### src/rtl/mts_pkg.sv
// ----------------------------------------------------------------------------
// mts_pkg
// Shared types and constants for the minimum-tracking stack.
// ----------------------------------------------------------------------------
package mts_pkg;

  localparam int unsigned DATA_W              = 32;
  localparam int unsigned FILL_W              = 7;
  localparam int unsigned STACK_DEPTH_DEFAULT = 64;

  // operation carried in the kind field
  localparam logic KIND_PUSH = 1'b0;
  localparam logic KIND_POP  = 1'b1;

  typedef enum logic [1:0] {
    ST_OK         = 2'd0,
    ST_POP_EMPTY  = 2'd1,
    ST_PUSH_FULL  = 2'd2
  } status_e;

  // controller -> datapath
  typedef struct packed {
    logic take_item;  // capture the beat on the input side and execute it
    logic load_top;   // reload the top registers from the memory read data
  } cmd_t;

  // datapath -> controller
  typedef struct packed {
    logic empty;
    logic single;     // exactly one entry held
  } stat_t;

endpackage

### src/rtl/mts_ctrl.sv
// ----------------------------------------------------------------------------
// mts_ctrl
// Sequencer for the minimum-tracking stack: input handshake, memory read
// wait and result hold.
// ----------------------------------------------------------------------------
module mts_ctrl (
  input  logic               clk_i,
  input  logic               rst_ni,
  input  logic               in_valid_i,
  output logic               in_stall_o,
  input  logic               kind_i,
  output logic               out_valid_o,
  input  logic               out_stall_i,
  input  mts_pkg::stat_t     stat_i,
  output mts_pkg::cmd_t      cmd_o
);

  typedef enum logic [2:0] {
    S_IDLE = 3'b001,
    S_READ = 3'b010,
    S_OUT  = 3'b100
  } state_e;

  state_e state_q, state_d;
  logic   take;

  assign take = in_valid_i && (state_q == S_IDLE);

  always_comb begin
    state_d = state_q;
    unique case (state_q)
      S_IDLE: begin
        if (take) begin
          // a pop leaving one or more entries needs the next top from memory
          if (kind_i == mts_pkg::KIND_POP && !stat_i.empty && !stat_i.single) begin
            state_d = S_READ;
          end else begin
            state_d = S_OUT;
          end
        end
      end
      S_READ: begin
        state_d = S_OUT;
      end
      S_OUT: begin
        if (!out_stall_i) begin
          state_d = S_IDLE;
        end
      end
      default: begin
        state_d = S_IDLE;
      end
    endcase
  end

  always_ff @(posedge clk_i or negedge rst_ni) begin
    if (!rst_ni) begin
      state_q <= S_IDLE;
    end else begin
      state_q <= state_d;
    end
  end

  assign in_stall_o      = (state_q != S_IDLE);
  assign out_valid_o     = (state_q == S_OUT);
  assign cmd_o.take_item = take;
  assign cmd_o.load_top  = (state_q == S_READ);

endmodule

### src/rtl/mts_datapath.sv
// ----------------------------------------------------------------------------
// mts_datapath
// Top-of-stack registers, fill count and the entry memory below the top.
// ----------------------------------------------------------------------------
module mts_datapath #(
  parameter int unsigned STACK_DEPTH = mts_pkg::STACK_DEPTH_DEFAULT
) (
  input  logic                                clk_i,
  input  logic                                rst_ni,
  input  mts_pkg::cmd_t                       cmd_i,
  output mts_pkg::stat_t                      stat_o,
  input  logic                                kind_i,
  input  logic signed [mts_pkg::DATA_W-1:0]   value_i,
  output logic signed [mts_pkg::DATA_W-1:0]   top_value_o,
  output logic signed [mts_pkg::DATA_W-1:0]   min_value_o,
  output logic                                is_empty_o,
  output logic [mts_pkg::FILL_W-1:0]          fill_count_o,
  output logic [1:0]                          status_o
);

  localparam int unsigned CNT_W  = $clog2(STACK_DEPTH + 1);
  localparam int unsigned ADDR_W = $clog2(STACK_DEPTH);

  typedef struct packed {
    logic signed [mts_pkg::DATA_W-1:0] val;
    logic signed [mts_pkg::DATA_W-1:0] min;
  } entry_t;

  // entries 0 .. count-2 live here; entry count-1 sits in the top registers
  entry_t mem [STACK_DEPTH];
  entry_t rd_q;

  logic [CNT_W-1:0]                  count_q, count_d;
  mts_pkg::status_e                  status_q, status_d;
  logic signed [mts_pkg::DATA_W-1:0] top_val_q, top_val_d;
  logic signed [mts_pkg::DATA_W-1:0] top_min_q, top_min_d;

  logic              empty, full, single;
  logic              wr_en, rd_en;
  logic [ADDR_W-1:0] wr_addr, rd_addr;
  logic [CNT_W-1:0]  cnt_m1, cnt_m2;

  assign empty   = (count_q == '0);
  assign single  = (count_q == CNT_W'(1));
  assign full    = (count_q == CNT_W'(STACK_DEPTH));
  assign cnt_m1  = count_q - CNT_W'(1);
  assign cnt_m2  = count_q - CNT_W'(2);
  assign wr_addr = cnt_m1[ADDR_W-1:0];
  assign rd_addr = cnt_m2[ADDR_W-1:0];

  always_comb begin
    count_d   = count_q;
    status_d  = status_q;
    top_val_d = top_val_q;
    top_min_d = top_min_q;
    wr_en     = 1'b0;
    rd_en     = 1'b0;
    if (cmd_i.take_item) begin
      status_d = mts_pkg::ST_OK;
      if (kind_i == mts_pkg::KIND_PUSH) begin
        if (full) begin
          status_d = mts_pkg::ST_PUSH_FULL;
        end else begin
          // spill the old top below, keep the running minimum
          wr_en     = !empty;
          top_val_d = value_i;
          top_min_d = (!empty && (top_min_q < value_i)) ? top_min_q : value_i;
          count_d   = count_q + CNT_W'(1);
        end
      end else begin
        if (empty) begin
          status_d = mts_pkg::ST_POP_EMPTY;
        end else begin
          rd_en   = !single;
          count_d = cnt_m1;
        end
      end
    end else if (cmd_i.load_top) begin
      top_val_d = rd_q.val;
      top_min_d = rd_q.min;
    end
  end

  always_ff @(posedge clk_i) begin
    if (wr_en) begin
      mem[wr_addr] <= '{val: top_val_q, min: top_min_q};
    end
    if (rd_en) begin
      rd_q <= mem[rd_addr];
    end
  end

  always_ff @(posedge clk_i or negedge rst_ni) begin
    if (!rst_ni) begin
      count_q  <= '0;
      status_q <= mts_pkg::ST_OK;
    end else begin
      count_q  <= count_d;
      status_q <= status_d;
    end
  end

  always_ff @(posedge clk_i) begin
    top_val_q <= top_val_d;
    top_min_q <= top_min_d;
  end

  assign stat_o.empty  = empty;
  assign stat_o.single = single;

  assign top_value_o  = empty ? '0 : top_val_q;
  assign min_value_o  = empty ? '0 : top_min_q;
  assign is_empty_o   = empty;
  assign fill_count_o = mts_pkg::FILL_W'(count_q);
  assign status_o     = status_q;

endmodule

### src/rtl/min_tracking_stack.sv
// ----------------------------------------------------------------------------
// min_tracking_stack
// Bounded LIFO of signed 32-bit values that reports the minimum held.
// ----------------------------------------------------------------------------
// Each input beat is a push of value_i (kind_i = 0) or a pop (kind_i = 1).
// Every beat yields exactly one result beat: top value, minimum of all held
// values (both zero when empty), empty flag, fill count (low 7 bits) and a
// status code (ok, pop on empty ignored, push on full ignored). Items run one
// at a time: a push or an ignored operation goes from acceptance straight to
// the result state, while a pop that leaves one or more entries first passes
// through a memory read state. That extra state waits on the registered
// read port of the entry memory, which refills the top-of-stack registers.
// Result fields hold steady while out_valid_o is high and out_stall_i holds
// them; no new input beat is taken until the result has left. The entry
// memory needs no clearing after reset: only live positions are ever read.
// ----------------------------------------------------------------------------
module min_tracking_stack #(
  parameter int unsigned STACK_DEPTH = mts_pkg::STACK_DEPTH_DEFAULT
) (
  input  logic                                clk_i,
  input  logic                                rst_ni,
  input  logic                                in_valid_i,
  output logic                                in_stall_o,
  input  logic                                kind_i,
  input  logic signed [mts_pkg::DATA_W-1:0]   value_i,
  output logic                                out_valid_o,
  input  logic                                out_stall_i,
  output logic signed [mts_pkg::DATA_W-1:0]   top_value_o,
  output logic signed [mts_pkg::DATA_W-1:0]   min_value_o,
  output logic                                is_empty_o,
  output logic [mts_pkg::FILL_W-1:0]          fill_count_o,
  output logic [1:0]                          status_o
);

  mts_pkg::cmd_t  cmd;
  mts_pkg::stat_t stat;

  // sequencing: accept, optional memory wait, hold the result
  mts_ctrl u_ctrl (
    .clk_i       (clk_i),
    .rst_ni      (rst_ni),
    .in_valid_i  (in_valid_i),
    .in_stall_o  (in_stall_o),
    .kind_i      (kind_i),
    .out_valid_o (out_valid_o),
    .out_stall_i (out_stall_i),
    .stat_i      (stat),
    .cmd_o       (cmd)
  );

  // storage: top registers, running minimum, fill count, entry memory
  mts_datapath #(
    .STACK_DEPTH (STACK_DEPTH)
  ) u_dp (
    .clk_i        (clk_i),
    .rst_ni       (rst_ni),
    .cmd_i        (cmd),
    .stat_o       (stat),
    .kind_i       (kind_i),
    .value_i      (value_i),
    .top_value_o  (top_value_o),
    .min_value_o  (min_value_o),
    .is_empty_o   (is_empty_o),
    .fill_count_o (fill_count_o),
    .status_o     (status_o)
  );

  // no new beat enters while a result is pending
  a_no_take_while_out: assert property (@(posedge clk_i) disable iff (!rst_ni)
    out_valid_o |-> in_stall_o)
    else $error("input taken while a result is pending");

  // the running minimum never exceeds the top value
  a_min_le_top: assert property (@(posedge clk_i) disable iff (!rst_ni)
    (out_valid_o && !is_empty_o) |-> (min_value_o <= top_value_o))
    else $error("minimum above top value");

  // an ignored pop leaves the stack empty
  a_pop_empty: assert property (@(posedge clk_i) disable iff (!rst_ni)
    (out_valid_o && status_o == mts_pkg::ST_POP_EMPTY) |-> is_empty_o)
    else $error("pop-on-empty reported with entries held");

  // an ignored push leaves the stack non-empty
  a_push_full: assert property (@(posedge clk_i) disable iff (!rst_ni)
    (out_valid_o && status_o == mts_pkg::ST_PUSH_FULL) |-> !is_empty_o)
    else $error("push-on-full reported on an empty stack");

endmodule
### config.mk
export PLATFORM = sky130hd
export DESIGN_NAME = min_tracking_stack
export DESIGN_NICKNAME = d
export VERILOG_FILES = /design/src/rtl/mts_pkg.sv /design/src/rtl/mts_ctrl.sv /design/src/rtl/mts_datapath.sv /design/src/rtl/min_tracking_stack.sv
export SDC_FILE = /design/constraint.sdc
export NUM_CORES = 2
export LEC_CHECK = 0
export BUFFER_PORTS_ARGS = -buffer_cell sky130_fd_sc_hd__buf_2
export CAP_MARGIN = 40
export CORE_MARGIN = 2
export CORE_UTILIZATION = 30
export CTS_BUF_LIST = sky130_fd_sc_hd__clkbuf_8
export DETAILED_ROUTE_END_ITERATION = 12
export SYNTH_ARGS = -nofsm -noshare
export SYNTH_HDL_FRONTEND = slang
export SYNTH_SLANG_ARGS = --single-unit
### constraint.sdc
create_clock -name clk_i -period 11.7 [get_ports clk_i]
set_clock_uncertainty 0.05 [all_clocks]
set_input_delay 1.755 -clock clk_i [delete_from_list [all_inputs] [get_ports clk_i]]
set_output_delay 1.755 -clock clk_i [all_outputs]
set_load 0.01 [all_outputs]
# Word level (Yosys, flattened, before mapping)
# Memories as Yosys holds them, arrays and structs flattened. A register that Yosys moved wholly into a read port is not among the register bits.
# Cells that the tools add are included.
[totals] reg_bits=76 output_inout_bits=76 in_bits=37 wordCells=64 n_memories=1 mem_bits_rw=4096
[mem_list] memory="u_dp.mem" depth=64 width=64 read_ports=1 rd_clocked_by_memory_dff=1 wr=1 line="mts_datapath.sv:30" text="entry_t mem [STACK_DEPTH];"
[classes] muxes=29 reduce_logical=12 addsub=3 n_eq_ne=13 order_cmp=1
[op_table] operator="32-bit two-way mux" n=11
[op_table] operator="32-bit less-than comparator" n=1
[op_table] operator="7-bit two-way mux" n=3
[op_table] operator="2-bit != test, second input constant" n=6
[op_table] operator="1-bit two-way mux" n=9
[op_table] operator="3-bit two-way mux" n=3
[op_table] operator="3-bit case mux with 3 select lines" n=1
[op_table] operator="7-bit by 1-bit adder with 7-bit output, second input constant" n=1
[op_table] operator="7-bit by 1-bit == test with 1-bit output, second input constant" n=1
[op_table] operator="7-bit == test, second input constant" n=1
[op_table] operator="7-bit logical NOT" n=1
[op_table] operator="7-bit by 1-bit subtractor with 7-bit output, second input constant" n=1
[op_table] operator="3-bit AND reduction" n=2
[op_table] operator="6-bit by 2-bit subtractor with 6-bit output, second input constant" n=1
[op_table] operator="1-bit logical AND" n=4
[op_table] operator="2-bit two-way mux" n=2
[op_table] operator="4-bit AND reduction" n=1
[op_table] operator="3-bit by 1-bit == test with 1-bit output, second input constant" n=1
[op_table] operator="3-bit by 2-bit == test with 1-bit output, second input constant" n=1
[op_table] operator="3-bit == test, second input constant" n=1
[op_table] operator="3-bit by 1-bit != test with 1-bit output, second input constant" n=1
[op_table] operator="1-bit logical NOT" n=2
[op_table] operator="2-bit by 1-bit != test with 1-bit output, second input constant" n=1
[op_table] operator="2-bit AND reduction" n=1
[op_table] operator="2-bit nonzero test" n=1

# Longest topological paths before layout
[logic_depth] word_depth=7 mapped_depth=15 mapped_depth_nobuf=8

# Cells and area by module
# A second synthesis with hierarchy kept.
[hier_totals] hier_cells=6837 hier_area_um2=162387.0
[modules_own_cells] mod="mts_datapath" area_per_inst_um2=162231.8 n_inst=1 cells_per_inst=6824
[modules_own_cells] mod="mts_ctrl" area_per_inst_um2=155.1 n_inst=1 cells_per_inst=13

# Least setup slack after synthesis
# No wires, ideal clock.
[synth_path] path_kind="input -> register" start="input port in_valid_i" end="memory u_dp.mem[13][0] (netlist bit), enable pin" slack_ps=5432 setup_ps=487 required_ps=11163 path_stages=6 path_buffers=1 arrival_time_ps=5731 path_cell_list="nand3b_1 -> or2_2 -> clkbuf_1 -> nor4_1 -> nand3_1 -> nor2_1"
[synth_via] elab_chain_len=4
[synth_rtl] element="start: declaration" line="min_tracking_stack.sv:22" text="input logic in_valid_i,"
[synth_rtl] element="1-bit logical AND" line="mts_ctrl.sv:27" text="assign take = in_valid_i && (state_q == S_IDLE);"
[synth_rtl] element="1-bit two-way mux" line="mts_datapath.sv:58" text="if (cmd_i.take_item) begin"
[synth_rtl] element="1-bit two-way mux" line="mts_datapath.sv:85" text="if (wr_en) begin"
[synth_rtl] element="1-bit two-way mux (not written as such)" line="mts_datapath.sv:86" text="mem[wr_addr] <= '{val: top_val_q, min: top_min_q};"
[synth_rtl] element="end: declaration" line="mts_datapath.sv:30"
# No other way between the ends.

# Worst setup path after layout
[layout_path] start="register u_dp.count_q[4] (netlist: u_dp.fill_count_o[4])" end="output port top_value_o[29] (netlist bit)"
[layout_via] elab_chain_len=2
[layout_rtl] element="start: declaration" line="mts_datapath.sv:33" text="logic [CNT_W-1:0] count_q, count_d;"
[layout_rtl] element="start signal: assignment" line="mts_datapath.sv:98" text="count_q <= count_d;"
[layout_rtl] element="7-bit logical NOT" line="mts_datapath.sv:43" text="assign empty = (count_q == '0);"
[layout_rtl] element="32-bit two-way mux" line="mts_datapath.sv:111" text="assign top_value_o = empty ? '0 : top_val_q;"
[layout_rtl] element="end: declaration" line="min_tracking_stack.sv:28" text="output logic signed [mts_pkg::DATA_W-1:0] top_value_o,"
# No other way between the ends.

==> impl_results.md <==
- Clk Latency, worst-skew pair: 1090 ps
- Worst IR Drop VDD: approximately 0.38 mV
- WL/cell: between 30 and 40 µm
- 1st-iter DRT viols: ~13000
- Cell taking the most area after synthesis: edfxtp_1
- Hold Vio Cnt, Final: 0
- Yosys cell types: 53
- Type of the worst setup path: register to primary output
- Post-place instance area: around 180000 µm²
- Worst Max-Slew Pin Slew: 1110 ps
- Endpoints failing setup: 0
- Commonest register cell after synthesis: edfxtp_1
- Type of element launching the critical path: register
- Tcrit/Tclk final: 0.550
- Top-count cell post-synth: edfxtp_1
- Synth-to-Final Area Change: 14.5%
- Syn Area/Cell: approximately 24 µm²
- Crit-path max FO: 67
- Root Buffer: clkbuf_8
- Top layer in use: met5
- Hold Path Class: register to register
- Final core occ: 0.345
- Post-route cell area: ~190000 µm²
- RSZ-0062 raised after global routing: false
- CP Capture Type: primary output
- TNS Setup: 0 ps
- Metal-1 WL: approximately 190000 µm
- Post-cts resize count: 0
- Die width: 741 µm
- Initial antenna violation count: 36
- Synth warn: 0
- Starting Density: 0.301
- Relative slew margins: 0.260
- Post-synth EDFFs: 4224
- Clock Sinks: roughly 4200
- Synthesis-stage register bit count: between 4000 and 5000
- TritonCTS buffer count: 626
- Worst-path clk slew: 70 ps
- Post-CTS setup repair buffer count: 0
- Placed cells: roughly 14000
- Largest net degree at the start of global routing: 129
- Worst hold slack: between 400 and 500 ps
- Hold buffers post-CTS: 0
- Number of global-route vias before repair: around 80000
- Most instantiated cells after synthesis: edfxtp_1 (4224), mux4_2 (1216), nand2_1 (254)
- Post-Syn Instances: 6846
- Ports: roughly 110
- Core Region: 541000 µm²
- Syn nets: between 6000 and 7000
- Leak Pwr: between 50 and 60 nW
- CTS max path bufs: 4
- DRT antenna net count: 0
- WL final: between 400000 and 500000 µm
- PortBufs: 112
- Top cell type's share of synthesized area: 0.779
- Drc violations: 0
- Drt pass-1 iters: 7
- Sequential share of the synthesized area: 0.781
- Die area: 548000 µm²
- Vias: 80400
- Slew Limit Fails: 0
- First-pass GRT wire length: about 650000 µm
- Minimum clock period: 6430 ps
- Total Power Consumption: 47.1 mW
- Synth top area cells: edfxtp_1 (78%), mux4_2 (17%), nand2_1 (0.59%)
- Met2 wire length: 211000 µm
- Share of cells above drive strength 1: 0.315
- GRT overflow: 0
- Worst Setup Slack, final: 5270 ps
- GPL Wtd Cong: between 0.8 and 0.9
- Cell Area, Synth: approximately 160000 µm²
- Dpl ws: 5540 ps
- CTS tree: built
- Met3 WL post-DR: 55300 µm
- Max Clk Rate: around 160 MHz
- Number of max-cap violations: 0
- Chip Height: 741 µm
- H-tree level count: 6
- Pwr dens: 253 nW/µm²
- Critical path arrival: about 4600 ps
- HPWL after detailed placement: around 280000 µm
- Crit path required time: around 9900 ps
- GRT Util Overall: 0.166
- Nets@finish: 7648
- Rows: 270
- Vias per cell: 5.28
- Status: completed
- Ys async rst share: 0.00283
- Non-filler cells, final: around 15000
==> report_power, final <==
part           total (mW)  leakage (nW)  switching [mW]  internal (mW)
Sequential           18.6          38.2           0.339           18.2
Clock                10.9          6.27            5.64           5.30
Combinational        17.6          13.2            10.7           6.96
Total                47.1          57.7            16.6           30.5
==> worst max-delay path, cell delays in order, from the launching register on <==
cell and delay, ps:
dfrtp_1 690, nor4_1 700, and2_1 510, nand2b_4 550, and2_1 700, buf_2 280
==> area by class of cell <==
class	count	area [µm²]
Clock inverter	421	1960
Multi-Input combinational cell	2215	34100
Antenna cell	13	32.5
Clock buffer	650	8950
Fill cell	49700	354000
Timing Repair Buffer	458	5070
Tap cell	7208	9020
Inverter	36	135
Sequential cell	4236	127000
==> kinds of logic (layout without fill, tap and decap cells) <==
logic type	after synthesis	count (layout)	share of synthesized area
fa+ha+maj	38	38	0.00292
other cells	0	13	0
simple gates	635	635	0.0168
compound gates	243	243	0.0126
mux	1281	1281	0.172
buf+inv	395	1565	0.0132
flops	4236	4236	0.781
xor+xnor	18	18	0.000969
==> sequential cells by signal, summed over array words and instances, names as in the netlist <==
name               flops
u_dp.fill_count_o      7
u_dp.status_o          2
u_ctrl.state_q         3
u_dp.top_min_q        32
u_dp.top_val_q        32
u_dp.mem            4096
u_dp.rd_q             64
==> cells in the final DEF (no fill, tap or decap), drive strengths merged, types with 13 or more instances in the layout <==
cell type,n
mux4,1216
ha,38
o22a,64
clkinv,194
nor2,210
mux2i,65
edfxtp,4224
nand2,254
clkbuf,650
buf,458
nand3,73
a31oi,65
inv,234
a2111oi,64
diode,13
a21oi,19
and2,66
clkinvlp,21
==> routing by layer <==
| metal | vias up | GRT usage |
|---|---|---|
| li1 | 30800 | - |
| met1 | 43700 | 0.231 |
| met2 | 5086 | 0.249 |
| met3 | 767 | 0.0463 |
| met4 | 4 | 0.0615 |
| met5 | - | 0 |
==> worst paths after layout <==
path / start / endpoint / slack, ps / depth (start not counted)
worst max-delay path: u_dp.fill_count_o[4] / top_value_o[29] / 5270 / 5
worst min-delay path: u_dp.rd_q[22] / u_dp.top_min_q[22] / 460 / 2
worst max register to register: u_dp.fill_count_o[1] / u_dp.rd_q[40] / 5520 / 8
worst min register to register: u_dp.rd_q[22] / u_dp.top_min_q[22] / 460 / 2
max in group asynchronous: rst_ni / u_ctrl.state_q[0] / 10760 / 1
min in group asynchronous: rst_ni / u_dp.status_o[0] / 540 / 1
(Power assumes the default switching activity.)
